File: config.mk
export PLATFORM = sky130hd
export DESIGN_NAME = millisecond_ticks_to_date_top
export DESIGN_NICKNAME = d
export VERILOG_FILES = /design/src/design/mtd_pkg.sv /design/src/design/mtd_day_split.sv /design/src/design/mtd_calendar.sv /design/src/design/mtd_clock.sv /design/src/design/millisecond_ticks_to_date_top.sv
export SDC_FILE = /design/constraint.sdc
export NUM_CORES = 2
export LEC_CHECK = 0
export BUFFER_PORTS_ARGS = -buffer_cell sky130_fd_sc_hd__buf_4
export CAP_MARGIN = 10
export CORE_ASPECT_RATIO = 2
export CORE_MARGIN = 8
export CORE_UTILIZATION = 60
export CTS_CLUSTER_DIAMETER = 100
export DETAILED_ROUTE_END_ITERATION = 7
export GPL_ROUTABILITY_DRIVEN = 0
export PLACE_DENSITY = 0.87
export SETUP_SLACK_MARGIN = 0.2
export SKIP_CTS_REPAIR_TIMING = 1
export SLEW_MARGIN = 15
export SYNTH_ARGS = -nofsm -noshare
export SYNTH_HDL_FRONTEND = slang
export SYNTH_HIERARCHICAL = 1
export SYNTH_SLANG_ARGS = --single-unit
File: constraint.sdc
create_clock -name clk -period 54 [get_ports clk]
set_input_delay 8.1 -clock clk [delete_from_list [all_inputs] [get_ports clk]]
set_output_delay 8.1 -clock clk [all_outputs]
set_load 0.01 [all_outputs]
File: src/design/mtd_pkg.sv
package mtd_pkg;

  // Input range: first tick past the end of year 9999
  localparam logic [48:0] TICK_LIMIT = 49'd315537897600000;

  // Whole days: ms/86400000 = (ms >> 10) / 84375, estimated by reciprocal then corrected
  localparam int          DAY_SHIFT  = 39;
  localparam logic [16:0] DAY_ODD    = 17'd84375;
  localparam logic [22:0] DAY_RECIP  = 23'((64'd1 << DAY_SHIFT) / 64'd84375);

  // Calendar cycle lengths in days
  localparam logic [17:0] DAYS_400Y  = 18'd146097;
  localparam logic [17:0] DAYS_100Y  = 18'd36524;
  localparam logic [10:0] DAYS_4Y    = 11'd1461;
  localparam logic [10:0] DAYS_1Y    = 11'd365;

  // Exact reciprocals (ceil) for the cycle divisions
  localparam int          Y400_SHIFT = 40;
  localparam logic [22:0] Y400_RECIP = 23'(((64'd1 << Y400_SHIFT) + 64'd146096) / 64'd146097);
  localparam int          Y4_SHIFT   = 27;
  localparam logic [16:0] Y4_RECIP   = 17'(((64'd1 << Y4_SHIFT) + 64'd1460) / 64'd1461);

  // Time of day: each divisor split into a power of two and an odd part
  localparam logic [21:0] MS_HOUR    = 22'd3600000;
  localparam int          HOUR_SHIFT = 35;
  localparam logic [20:0] HOUR_RECIP = 21'(((64'd1 << HOUR_SHIFT) + 64'd28124) / 64'd28125);
  localparam logic [15:0] MS_MINUTE  = 16'd60000;
  localparam int          MIN_SHIFT  = 28;
  localparam logic [17:0] MIN_RECIP  = 18'(((64'd1 << MIN_SHIFT) + 64'd1874) / 64'd1875);
  localparam logic [9:0]  MS_SECOND  = 10'd1000;
  localparam int          SEC_SHIFT  = 20;
  localparam logic [13:0] SEC_RECIP  = 14'(((64'd1 << SEC_SHIFT) + 64'd124) / 64'd125);

  typedef struct packed {
    logic [13:0] year;
    logic [3:0]  month;
    logic [4:0]  day;
  } date_t;

  typedef struct packed {
    logic [4:0] hour;
    logic [5:0] minute;
    logic [5:0] second;
    logic [9:0] millis;
  } tod_t;

  // Days in the year before the first of month m, leap years shifted after February
  function automatic logic [8:0] month_start(input logic [3:0] m, input logic leap);
    logic [8:0] d;
    unique case (m)
      4'd0:    d = 9'd0;
      4'd1:    d = 9'd31;
      4'd2:    d = 9'd59;
      4'd3:    d = 9'd90;
      4'd4:    d = 9'd120;
      4'd5:    d = 9'd151;
      4'd6:    d = 9'd181;
      4'd7:    d = 9'd212;
      4'd8:    d = 9'd243;
      4'd9:    d = 9'd273;
      4'd10:   d = 9'd304;
      default: d = 9'd334;
    endcase
    if (leap && (m > 4'd1)) begin
      d = d + 9'd1;
    end
    return d;
  endfunction

endpackage

File: src/design/mtd_day_split.sv
module mtd_day_split (
  input  logic        clk,
  input  logic        adv,
  input  logic [48:0] tick_i,
  output logic [21:0] days_o,
  output logic [26:0] ms_o
);
  import mtd_pkg::*;

  logic [38:0] q;
  logic [54:0] pp_lo_r;
  logic [29:0] pp_hi_r;
  logic [38:0] q1_r, q2_r;
  logic [9:0]  lo1_r, lo2_r, lo3_r;
  logic [61:0] sum;
  logic [22:0] est2_r, est3_r;
  logic [39:0] back;
  logic [39:0] diff;
  logic [17:0] rem3_r;
  logic        over;
  logic [22:0] days_full;
  logic [17:0] rem_fix;
  logic [21:0] days_r;
  logic [26:0] ms_r;

  assign q = tick_i[48:10];

  // Partial products of the day reciprocal
  always_ff @(posedge clk) begin
    if (adv) begin
      pp_lo_r <= 55'(q[31:0]) * 55'(DAY_RECIP);
      pp_hi_r <= 30'(q[38:32]) * 30'(DAY_RECIP);
      q1_r    <= q;
      lo1_r   <= tick_i[9:0];
    end
  end

  // Sum partial products, keep the day estimate
  assign sum = {pp_hi_r, 32'd0} + {7'd0, pp_lo_r};

  always_ff @(posedge clk) begin
    if (adv) begin
      est2_r <= sum[61:DAY_SHIFT];
      q2_r   <= q1_r;
      lo2_r  <= lo1_r;
    end
  end

  // Remainder of the estimate, below twice the divisor
  assign back = 40'(est2_r) * 40'(DAY_ODD);
  assign diff = {1'b0, q2_r} - back;

  always_ff @(posedge clk) begin
    if (adv) begin
      rem3_r <= diff[17:0];
      est3_r <= est2_r;
      lo3_r  <= lo2_r;
    end
  end

  // Correct a low estimate by one
  assign over      = (rem3_r >= {1'b0, DAY_ODD});
  assign days_full = est3_r + 23'(over);
  assign rem_fix   = over ? (rem3_r - {1'b0, DAY_ODD}) : rem3_r;

  always_ff @(posedge clk) begin
    if (adv) begin
      days_r <= days_full[21:0];
      ms_r   <= {rem_fix[16:0], lo3_r};
    end
  end

  assign days_o = days_r;
  assign ms_o   = ms_r;

endmodule

File: src/design/mtd_calendar.sv
module mtd_calendar (
  input  logic          clk,
  input  logic          adv,
  input  logic [21:0]   days_i,
  output mtd_pkg::date_t date_o
);
  import mtd_pkg::*;

  logic [44:0] p400_r;
  logic [21:0] days1_r;
  logic [4:0]  n400;
  logic [22:0] sub400;
  logic [22:0] r400;
  logic [4:0]  n400_2_r, n400_3_r, n400_4_r, n400_5_r;
  logic [17:0] r2_r;
  logic [1:0]  n100;
  logic [17:0] sub100;
  logic [17:0] r100;
  logic [1:0]  n100_3_r, n100_4_r, n100_5_r;
  logic [15:0] r3_r, r4_r;
  logic [32:0] p4_r;
  logic [4:0]  n4;
  logic [15:0] sub4;
  logic [15:0] r4y;
  logic [4:0]  n4_5_r;
  logic [10:0] r5_r;
  logic [1:0]  n1;
  logic [10:0] sub1;
  logic [10:0] r1y;
  logic [13:0] year;
  logic        leap;
  logic [13:0] year6_r;
  logic        leap6_r;
  logic [8:0]  r6_r;
  logic [3:0]  month;
  logic [8:0]  mstart;
  logic [8:0]  dday;
  date_t       date_r;

  // 400-year cycles: reciprocal product
  always_ff @(posedge clk) begin
    if (adv) begin
      p400_r  <= 45'(days_i) * 45'(Y400_RECIP);
      days1_r <= days_i;
    end
  end

  // 400-year count and remainder
  assign n400   = p400_r[44:Y400_SHIFT];
  assign sub400 = 23'(n400) * 23'(DAYS_400Y);
  assign r400   = {1'b0, days1_r} - sub400;

  always_ff @(posedge clk) begin
    if (adv) begin
      n400_2_r <= n400;
      r2_r     <= r400[17:0];
    end
  end

  // Centuries, capped at 3 on the last day of the cycle
  always_comb begin
    priority if (r2_r >= 18'(3 * DAYS_100Y)) begin
      n100 = 2'd3;
    end else if (r2_r >= 18'(2 * DAYS_100Y)) begin
      n100 = 2'd2;
    end else if (r2_r >= DAYS_100Y) begin
      n100 = 2'd1;
    end else begin
      n100 = 2'd0;
    end
  end
  assign sub100 = 18'(n100) * DAYS_100Y;
  assign r100   = r2_r - sub100;

  always_ff @(posedge clk) begin
    if (adv) begin
      n400_3_r <= n400_2_r;
      n100_3_r <= n100;
      r3_r     <= r100[15:0];
    end
  end

  // 4-year cycles: reciprocal product
  always_ff @(posedge clk) begin
    if (adv) begin
      p4_r     <= 33'(r3_r) * 33'(Y4_RECIP);
      r4_r     <= r3_r;
      n400_4_r <= n400_3_r;
      n100_4_r <= n100_3_r;
    end
  end

  // 4-year count and remainder
  assign n4   = p4_r[31:Y4_SHIFT];
  assign sub4 = 16'(n4) * 16'(DAYS_4Y);
  assign r4y  = r4_r - sub4;

  always_ff @(posedge clk) begin
    if (adv) begin
      n400_5_r <= n400_4_r;
      n100_5_r <= n100_4_r;
      n4_5_r   <= n4;
      r5_r     <= r4y[10:0];
    end
  end

  // Single years, capped at 3 on the last day of a 4-year cycle
  always_comb begin
    priority if (r5_r >= 11'(3 * DAYS_1Y)) begin
      n1 = 2'd3;
    end else if (r5_r >= 11'(2 * DAYS_1Y)) begin
      n1 = 2'd2;
    end else if (r5_r >= DAYS_1Y) begin
      n1 = 2'd1;
    end else begin
      n1 = 2'd0;
    end
  end
  assign sub1 = 11'(n1) * DAYS_1Y;
  assign r1y  = r5_r - sub1;
  assign year = 14'(n400_5_r) * 14'd400 + 14'(n100_5_r) * 14'd100
              + 14'(n4_5_r) * 14'd4 + 14'(n1);
  // Leap: fourth year of a 4-year cycle, except a century year not on a 400 boundary
  assign leap = (n1 == 2'd3) && ((n4_5_r != 5'd24) || (n100_5_r == 2'd3));

  always_ff @(posedge clk) begin
    if (adv) begin
      year6_r <= year;
      leap6_r <= leap;
      r6_r    <= r1y[8:0];
    end
  end

  // Month: last month whose start is not past the day of year
  always_comb begin
    month = 4'd0;
    for (int m = 1; m < 12; m++) begin
      if (r6_r >= month_start(4'(m), leap6_r)) begin
        month = 4'(m);
      end
    end
  end
  assign mstart = month_start(month, leap6_r);
  assign dday   = r6_r - mstart;

  always_ff @(posedge clk) begin
    if (adv) begin
      date_r.year  <= year6_r;
      date_r.month <= month;
      date_r.day   <= dday[4:0];
    end
  end

  assign date_o = date_r;

endmodule

File: src/design/mtd_clock.sv
module mtd_clock (
  input  logic         clk,
  input  logic         adv,
  input  logic [26:0]  ms_i,
  output mtd_pkg::tod_t tod_o
);
  import mtd_pkg::*;

  logic [40:0] ph_r;
  logic [26:0] ms1_r;
  logic [4:0]  hour;
  logic [26:0] subh;
  logic [26:0] msh;
  logic [4:0]  hour2_r, hour3_r, hour4_r, hour5_r, hour6_r;
  logic [21:0] ms2_r, ms3_r;
  logic [34:0] pm_r;
  logic [5:0]  minute;
  logic [21:0] subm;
  logic [21:0] msm;
  logic [5:0]  min4_r, min5_r, min6_r;
  logic [15:0] ms4_r, ms5_r;
  logic [26:0] ps_r;
  logic [5:0]  second;
  logic [15:0] subs;
  logic [15:0] mss;
  logic [5:0]  sec6_r;
  logic [9:0]  ms6_r;
  tod_t        tod_r;

  // Hours: reciprocal product on ms / 128
  always_ff @(posedge clk) begin
    if (adv) begin
      ph_r  <= 41'(ms_i[26:7]) * 41'(HOUR_RECIP);
      ms1_r <= ms_i;
    end
  end

  assign hour = ph_r[39:HOUR_SHIFT];
  assign subh = 27'(hour) * 27'(MS_HOUR);
  assign msh  = ms1_r - subh;

  always_ff @(posedge clk) begin
    if (adv) begin
      hour2_r <= hour;
      ms2_r   <= msh[21:0];
    end
  end

  // Minutes: reciprocal product on ms / 32
  always_ff @(posedge clk) begin
    if (adv) begin
      pm_r    <= 35'(ms2_r[21:5]) * 35'(MIN_RECIP);
      ms3_r   <= ms2_r;
      hour3_r <= hour2_r;
    end
  end

  assign minute = pm_r[33:MIN_SHIFT];
  assign subm   = 22'(minute) * 22'(MS_MINUTE);
  assign msm    = ms3_r - subm;

  always_ff @(posedge clk) begin
    if (adv) begin
      hour4_r <= hour3_r;
      min4_r  <= minute;
      ms4_r   <= msm[15:0];
    end
  end

  // Seconds: reciprocal product on ms / 8
  always_ff @(posedge clk) begin
    if (adv) begin
      ps_r    <= 27'(ms4_r[15:3]) * 27'(SEC_RECIP);
      ms5_r   <= ms4_r;
      hour5_r <= hour4_r;
      min5_r  <= min4_r;
    end
  end

  assign second = ps_r[25:SEC_SHIFT];
  assign subs   = 16'(second) * 16'(MS_SECOND);
  assign mss    = ms5_r - subs;

  always_ff @(posedge clk) begin
    if (adv) begin
      hour6_r <= hour5_r;
      min6_r  <= min5_r;
      sec6_r  <= second;
      ms6_r   <= mss[9:0];
    end
  end

  // Hold one more stage to line up with the calendar path
  always_ff @(posedge clk) begin
    if (adv) begin
      tod_r.hour   <= hour6_r;
      tod_r.minute <= min6_r;
      tod_r.second <= sec6_r;
      tod_r.millis <= ms6_r;
    end
  end

  assign tod_o = tod_r;

endmodule

File: src/design/millisecond_ticks_to_date_top.sv
// Millisecond tick count to proleptic Gregorian date and time of day.
//
// Input channel: in_valid / in_stall with in_tick_count, the milliseconds
// since 0001-01-01 00:00:00.000. Result channel: out_valid / out_stall with
// zero-based year, month and day, plus hour, minute, second and millisecond.
// A count past the end of year 9999 gives out_out_of_range = 1 and all other
// fields zero. Every item gives exactly one result item.
//
// The block is a 13-register pipeline: input register, four stages that
// split off whole days, seven stages where the calendar and clock paths run
// side by side, and the result register. One item is accepted every cycle
// while the receiver does not stall. The depth is set by the chain of
// reciprocal multiplies, each followed by a register.
//
// When the receiver stalls a waiting result, the whole pipeline holds and
// in_stall rises in the same cycle; nothing is lost. Reset clears all valid
// bits, so the pipeline comes up empty and ready. in_stall stays high while
// reset is held, so no item is taken during reset.
module millisecond_ticks_to_date_top (
  input  logic        clk,
  input  logic        rst_n,
  input  logic        in_valid,
  output logic        in_stall,
  input  logic [48:0] in_tick_count,
  output logic        out_valid,
  input  logic        out_stall,
  output logic [13:0] out_year_index,
  output logic [3:0]  out_month_index,
  output logic [4:0]  out_day_index,
  output logic [4:0]  out_hour_of_day,
  output logic [5:0]  out_minute_of_hour,
  output logic [5:0]  out_second_of_minute,
  output logic [9:0]  out_millis_of_second,
  output logic        out_out_of_range
);
  import mtd_pkg::*;

  localparam int DEPTH = 12;

  logic             adv;
  logic [DEPTH-1:0] vld_r;
  logic [DEPTH-1:0] oor_r;
  logic [48:0]      tick_r;
  logic [21:0]      days;
  logic [26:0]      ms_day;
  date_t            date;
  tod_t             tod;
  logic             out_valid_r;
  date_t            date_out_r;
  tod_t             tod_out_r;
  logic             oor_out_r;

  // Advance everything unless a finished result is held by the receiver
  assign adv      = !(out_valid_r && out_stall);
  assign in_stall = !adv || !rst_n;

  // Valid bits
  always_ff @(posedge clk) begin
    if (!rst_n) begin
      vld_r       <= '0;
      out_valid_r <= 1'b0;
    end else if (adv) begin
      vld_r       <= {vld_r[DEPTH-2:0], in_valid};
      out_valid_r <= vld_r[DEPTH-1];
    end
  end

  // Input register and range flag alongside the data
  always_ff @(posedge clk) begin
    if (adv) begin
      tick_r <= in_tick_count;
      oor_r  <= {oor_r[DEPTH-2:0], (in_tick_count >= TICK_LIMIT)};
    end
  end

  mtd_day_split u_split (
    .clk    (clk),
    .adv    (adv),
    .tick_i (tick_r),
    .days_o (days),
    .ms_o   (ms_day)
  );

  mtd_calendar u_cal (
    .clk    (clk),
    .adv    (adv),
    .days_i (days),
    .date_o (date)
  );

  mtd_clock u_clk (
    .clk   (clk),
    .adv   (adv),
    .ms_i  (ms_day),
    .tod_o (tod)
  );

  // Result register: zero the fields of an out-of-range item
  always_ff @(posedge clk) begin
    if (adv) begin
      oor_out_r <= oor_r[DEPTH-1];
      if (oor_r[DEPTH-1]) begin
        date_out_r <= '0;
        tod_out_r  <= '0;
      end else begin
        date_out_r <= date;
        tod_out_r  <= tod;
      end
    end
  end

  assign out_valid            = out_valid_r;
  assign out_year_index       = date_out_r.year;
  assign out_month_index      = date_out_r.month;
  assign out_day_index        = date_out_r.day;
  assign out_hour_of_day      = tod_out_r.hour;
  assign out_minute_of_hour   = tod_out_r.minute;
  assign out_second_of_minute = tod_out_r.second;
  assign out_millis_of_second = tod_out_r.millis;
  assign out_out_of_range     = oor_out_r;

endmodule
==> report_table.html <==
<table>
<tr><th>Metric</th><th>Value</th></tr>
<tr><th colspan="2">Place</th></tr>
<tr><td>Final HPWL from detailed placement</td><td>121,000 um</td></tr>
<tr><td>Count of port buffers added during placement</td><td>105</td></tr>
<tr><th colspan="2">Yosys</th></tr>
<tr><td>Most used DFF post-synth</td><td>edfxtp_1</td></tr>
<tr><td>Number of standard cells after synthesis</td><td>6,366</td></tr>
<tr><td>Largest cells by area after synthesis</td><td>edfxtp_1, fa_1, ha_1</td></tr>
<tr><td>Post-synth net total</td><td>8,699</td></tr>
<tr><td>Number of warnings issued by yosys</td><td>6</td></tr>
<tr><td>Most common cell in the netlist</td><td>inv_1</td></tr>
<tr><td>Fraction of post-synthesis cell area in the top cell type by area</td><td>28.0%</td></tr>
<tr><td>Synthesized flop and latch total</td><td>699</td></tr>
<tr><td>Cell area after synthesis</td><td>73,600 sq um</td></tr>
<tr><td>Syn avg cell area</td><td>~12 sq um</td></tr>
<tr><td>Cell variety after synth</td><td>110</td></tr>
<tr><td>EDFF count, synth</td><td>around 690</td></tr>
<tr><td>Yosys top cell by area</td><td>edfxtp_1</td></tr>
<tr><td>Async set-reset flop share out of synthesis</td><td>0%</td></tr>
<tr><td>Top cells by instance count after synthesis</td><td>inv_1, ha_1, fa_1, edfxtp_1, xnor2_1</td></tr>
<tr><td>Part of the Yosys area used for sequential elements</td><td>between 20% and 30%</td></tr>
<tr><th colspan="2">Critical path</th></tr>
<tr><td>Most frequent cell on the critical path</td><td>buf_4</td></tr>
<tr><td>Register-to-Register Setup Slack</td><td>46.54 ns</td></tr>
<tr><td>Slowest-stage cell, CP</td><td>inv_8</td></tr>
<tr><td>Critical path's largest stage delay</td><td>0.73 ns</td></tr>
<tr><td>Cell depth of the worst flop-to-flop path</td><td>21</td></tr>
<tr><td>Sort of element at the start of the critical path</td><td>input port</td></tr>
<tr><td>Data required time at the worst endpoint</td><td>~46 ns</td></tr>
<tr><td>Setup Crit Path Kind</td><td>input port to output port</td></tr>
<tr><td>Maximum net fanout on the critical path</td><td>131</td></tr>
<tr><td>Reg-to-reg critical path startpoint</td><td>tick_r[23]</td></tr>
<tr><td>Critical path data arrival time</td><td>9.70 ns</td></tr>
<tr><td>Kind of end point of the critical path</td><td>output port</td></tr>
<tr><td>R2r endpoint</td><td>u_split/pp_lo_r[53]</td></tr>
<tr><td>Cells along the critical path</td><td>buf_4 -&gt; and2_0 -&gt; inv_8 -&gt; nand2_1 -&gt; buf_4</td></tr>
<tr><th colspan="2">GRT</th></tr>
<tr><td>Number of antenna violations at the first check in global routing</td><td>0</td></tr>
<tr><td>Pin count of the biggest net entering global routing</td><td>132</td></tr>
<tr><td>First-pass GRT wire length</td><td>247,000 um</td></tr>
<tr><td>Aggregate global-route resource usage</td><td>22.5%</td></tr>
<tr><td>Total congestion overflow after global routing</td><td>0</td></tr>
<tr><td>Via count of the first global-routing pass</td><td>around 50,000</td></tr>
<tr><th colspan="2">Floorplanning</th></tr>
<tr><td>Vertical die dimension</td><td>511 um</td></tr>
<tr><td>Die span in x</td><td>264 um</td></tr>
<tr><td>I/O pin count</td><td>between 100 and 150</td></tr>
<tr><td>Site row count</td><td>182</td></tr>
<tr><td>Die footprint</td><td>between 100,000 and 150,000 sq um</td></tr>
<tr><td>Core outline area</td><td>about 120,000 sq um</td></tr>
<tr><td>Initial core utilization</td><td>60.2%</td></tr>
<tr><th colspan="2">Clock tree</th></tr>
<tr><td>Clock latency on the worst-skew pair</td><td>0.71 ns</td></tr>
<tr><td>Sinks on Clock Net</td><td>about 700</td></tr>
<tr><td>H-Tree Depth</td><td>2</td></tr>
<tr><td>CTS root buffer</td><td>clkbuf_16</td></tr>
<tr><td>Clock-pin slew on the worst setup and hold paths</td><td>about 0.080 ns</td></tr>
<tr><td>Maximum root-to-sink buffer count</td><td>3</td></tr>
<tr><td>CTS tree</td><td>done</td></tr>
<tr><td>TritonCTS Buffers</td><td>between 60 and 70</td></tr>
<tr><th colspan="2">Finish</th></tr>
<tr><td>Finished Core Util</td><td>64.2%</td></tr>
<tr><td>Fraction of layout cells with a size suffix above 1</td><td>4.13%</td></tr>
<tr><td>Number of antenna repair diodes</td><td>0</td></tr>
<tr><td>Area Growth Syn to Fin</td><td>6.64%</td></tr>
<tr><td>Final net count</td><td>between 8,000 and 9,000</td></tr>
<tr><th colspan="2">STA</th></tr>
<tr><td>Clock period minus worst slack</td><td>approximately 18 ns</td></tr>
<tr><td>Relative slew slack</td><td>21.3%</td></tr>
<tr><td>Number of failing hold endpoints at the final stage</td><td>0</td></tr>
<tr><td>Post-route fraction of the period consumed by the critical path</td><td>between 30% and 40%</td></tr>
<tr><td>Final Max Slew Viols</td><td>0</td></tr>
<tr><td>Setup repair after global routing missed its margin</td><td>no</td></tr>
<tr><td>Setup-violating endpoint count in the final report</td><td>0</td></tr>
<tr><td>Least-Margin Pin Slew</td><td>1.17 ns</td></tr>
<tr><td>Post-route setup TNS</td><td>0 ns</td></tr>
<tr><td>Clock tree skew after final layout</td><td>0.0320 ns</td></tr>
<tr><td>Fmax</td><td>56.2 MHz</td></tr>
<tr><th colspan="2">Job</th></tr>
<tr><td>Max-capacitance violation count</td><td>0</td></tr>
<tr><th colspan="2">Detailed routing</th></tr>
<tr><td>Via Count</td><td>45,500</td></tr>
<tr><td>Drt wl/cell</td><td>18.5 um</td></tr>
<tr><td>DRC violation count after routing</td><td>0</td></tr>
<tr><td>Avg Vias per Cell</td><td>5.59</td></tr>
<tr><td>Post-route ant nets</td><td>0</td></tr>
<tr><td>Total detailed-routing wirelength</td><td>151,000 um</td></tr>
<tr><td>Initial drt markers</td><td>approximately 2,700</td></tr>
<tr><td>Number of detailed-routing iterations run before antenna repair</td><td>6</td></tr>
<tr><th colspan="2">Min path</th></tr>
<tr><td>Endpoint, Worst Hold</td><td>u_clk/ms4_r[1]</td></tr>
<tr><td>Startpoint of the tightest hold check path</td><td>u_clk/ms3_r[1]</td></tr>
<tr><td>Hold Crit Class</td><td>flop to flop</td></tr>
<tr><td>Number of cells on the worst hold path</td><td>0</td></tr>
<tr><th colspan="2">Run status</th></tr>
<tr><td>Outcome</td><td>complete, no violations</td></tr>
</table>
## layout make-up
class | count | area, sq um
multi-input cells | 3956 | 46300
fillers | 8484 | 43800
flip-flops and latches | 699 | 20900
inverters | 1694 | 6370
well taps | 1564 | 1960
clock buffers | 66 | 1550
repair buffers | 114 | 856
clock inverters | 49 | 594
## layer usage
layer  wire, um  vias to the layer above  global-route usage (%)
met5          0                        -                       0
met4       7480                        0                    10.2
met2      77700                     1398                    41.1
met3       7060                      457                    2.83
met1      58300                    22400                    26.1
li1           -                    21200                       -
## per-stage QoR
stage / hold slack [ns] / cells / worst slack, ns / area, sq um
after floorplan: 0.400 / 6366 / 16.85 / 73600
after global placement: 0.401 / 8027 / 36.12 / 76300
after detailed placement: 0.405 / 8027 / 36.07 / 76300
after CTS: 0.411 / 8142 / 36.06 / 78500
after global routing: 0.420 / 8142 / 35.95 / 78500
final: 0.411 / 8142 / 36.20 / 78500
## worst max-delay path by stage
stage	slack [ns]	endpoint	from	depth (start not counted)
floorplan	16.85	in_stall	out_stall	4
global placement	36.12	in_stall	out_stall	5
detailed placement	36.07	in_stall	out_stall	5
CTS	36.06	in_stall	out_stall	5
global route	35.95	in_stall	out_stall	5
finish	36.20	in_stall	out_stall	5
## logic make-up (layout without fill, tap and decap cells)
family                     after synthesis  count (layout)  share of synthesized area, %
muxes                                    8               8                         0.117
AOI/OAI and AO/OA                      693             693                          6.44
adders and majority gates             2280            2280                          48.0
buffers and inverters                 1711            1923                          8.74
xor gates and xnor gates               312             312                          3.71
DFF                                    699             699                          28.3
and+or+nand+nor                        663             663                          4.65
## critical path: cells and delay by family
family / cells / cell delay [ns]
buffers and inverters: 3 / 1.01
AND/OR/NAND/NOR: 2 / 0.58
## cells in the final DEF, fill, tap and decap left out, types with 95 or more instances in the layout
master	n
inv_1	1690
ha_1	1375
fa_1	905
edfxtp_1	686
xnor2_1	217
a21oi_1	197
nand2_1	159
nor2_1	129
buf_4	114
a21o_1	95
xor2_1	95
## registers in the layout (all words and copies together) (netlist names), 14 cells and up
signal and flops:
u_split/days_o 22, u_split/est2_r 22, tick_r 49, u_clk/ms3_r 16
u_split/ms_o 27, out_year_index 14, u_clk/ms1_r 22, u_clk/ms4_r 16
u_split/pp_hi_r 26, u_clk/tod_o 27, u_split/rem3_r 18, u_clk/ms2_r 22
u_split/q2_r 18, u_split/pp_lo_r 20, u_cal/r2_r 18, u_cal/date_o 23
u_cal/days1_r 18, u_cal/year6_r 14, u_split/q1_r 18, u_split/est3_r 22
u_cal/r3_r 16
Power is left out: the tool's default activity adds up to more than one toggle a clock period on the data nets, which glitch-free logic cannot reach.
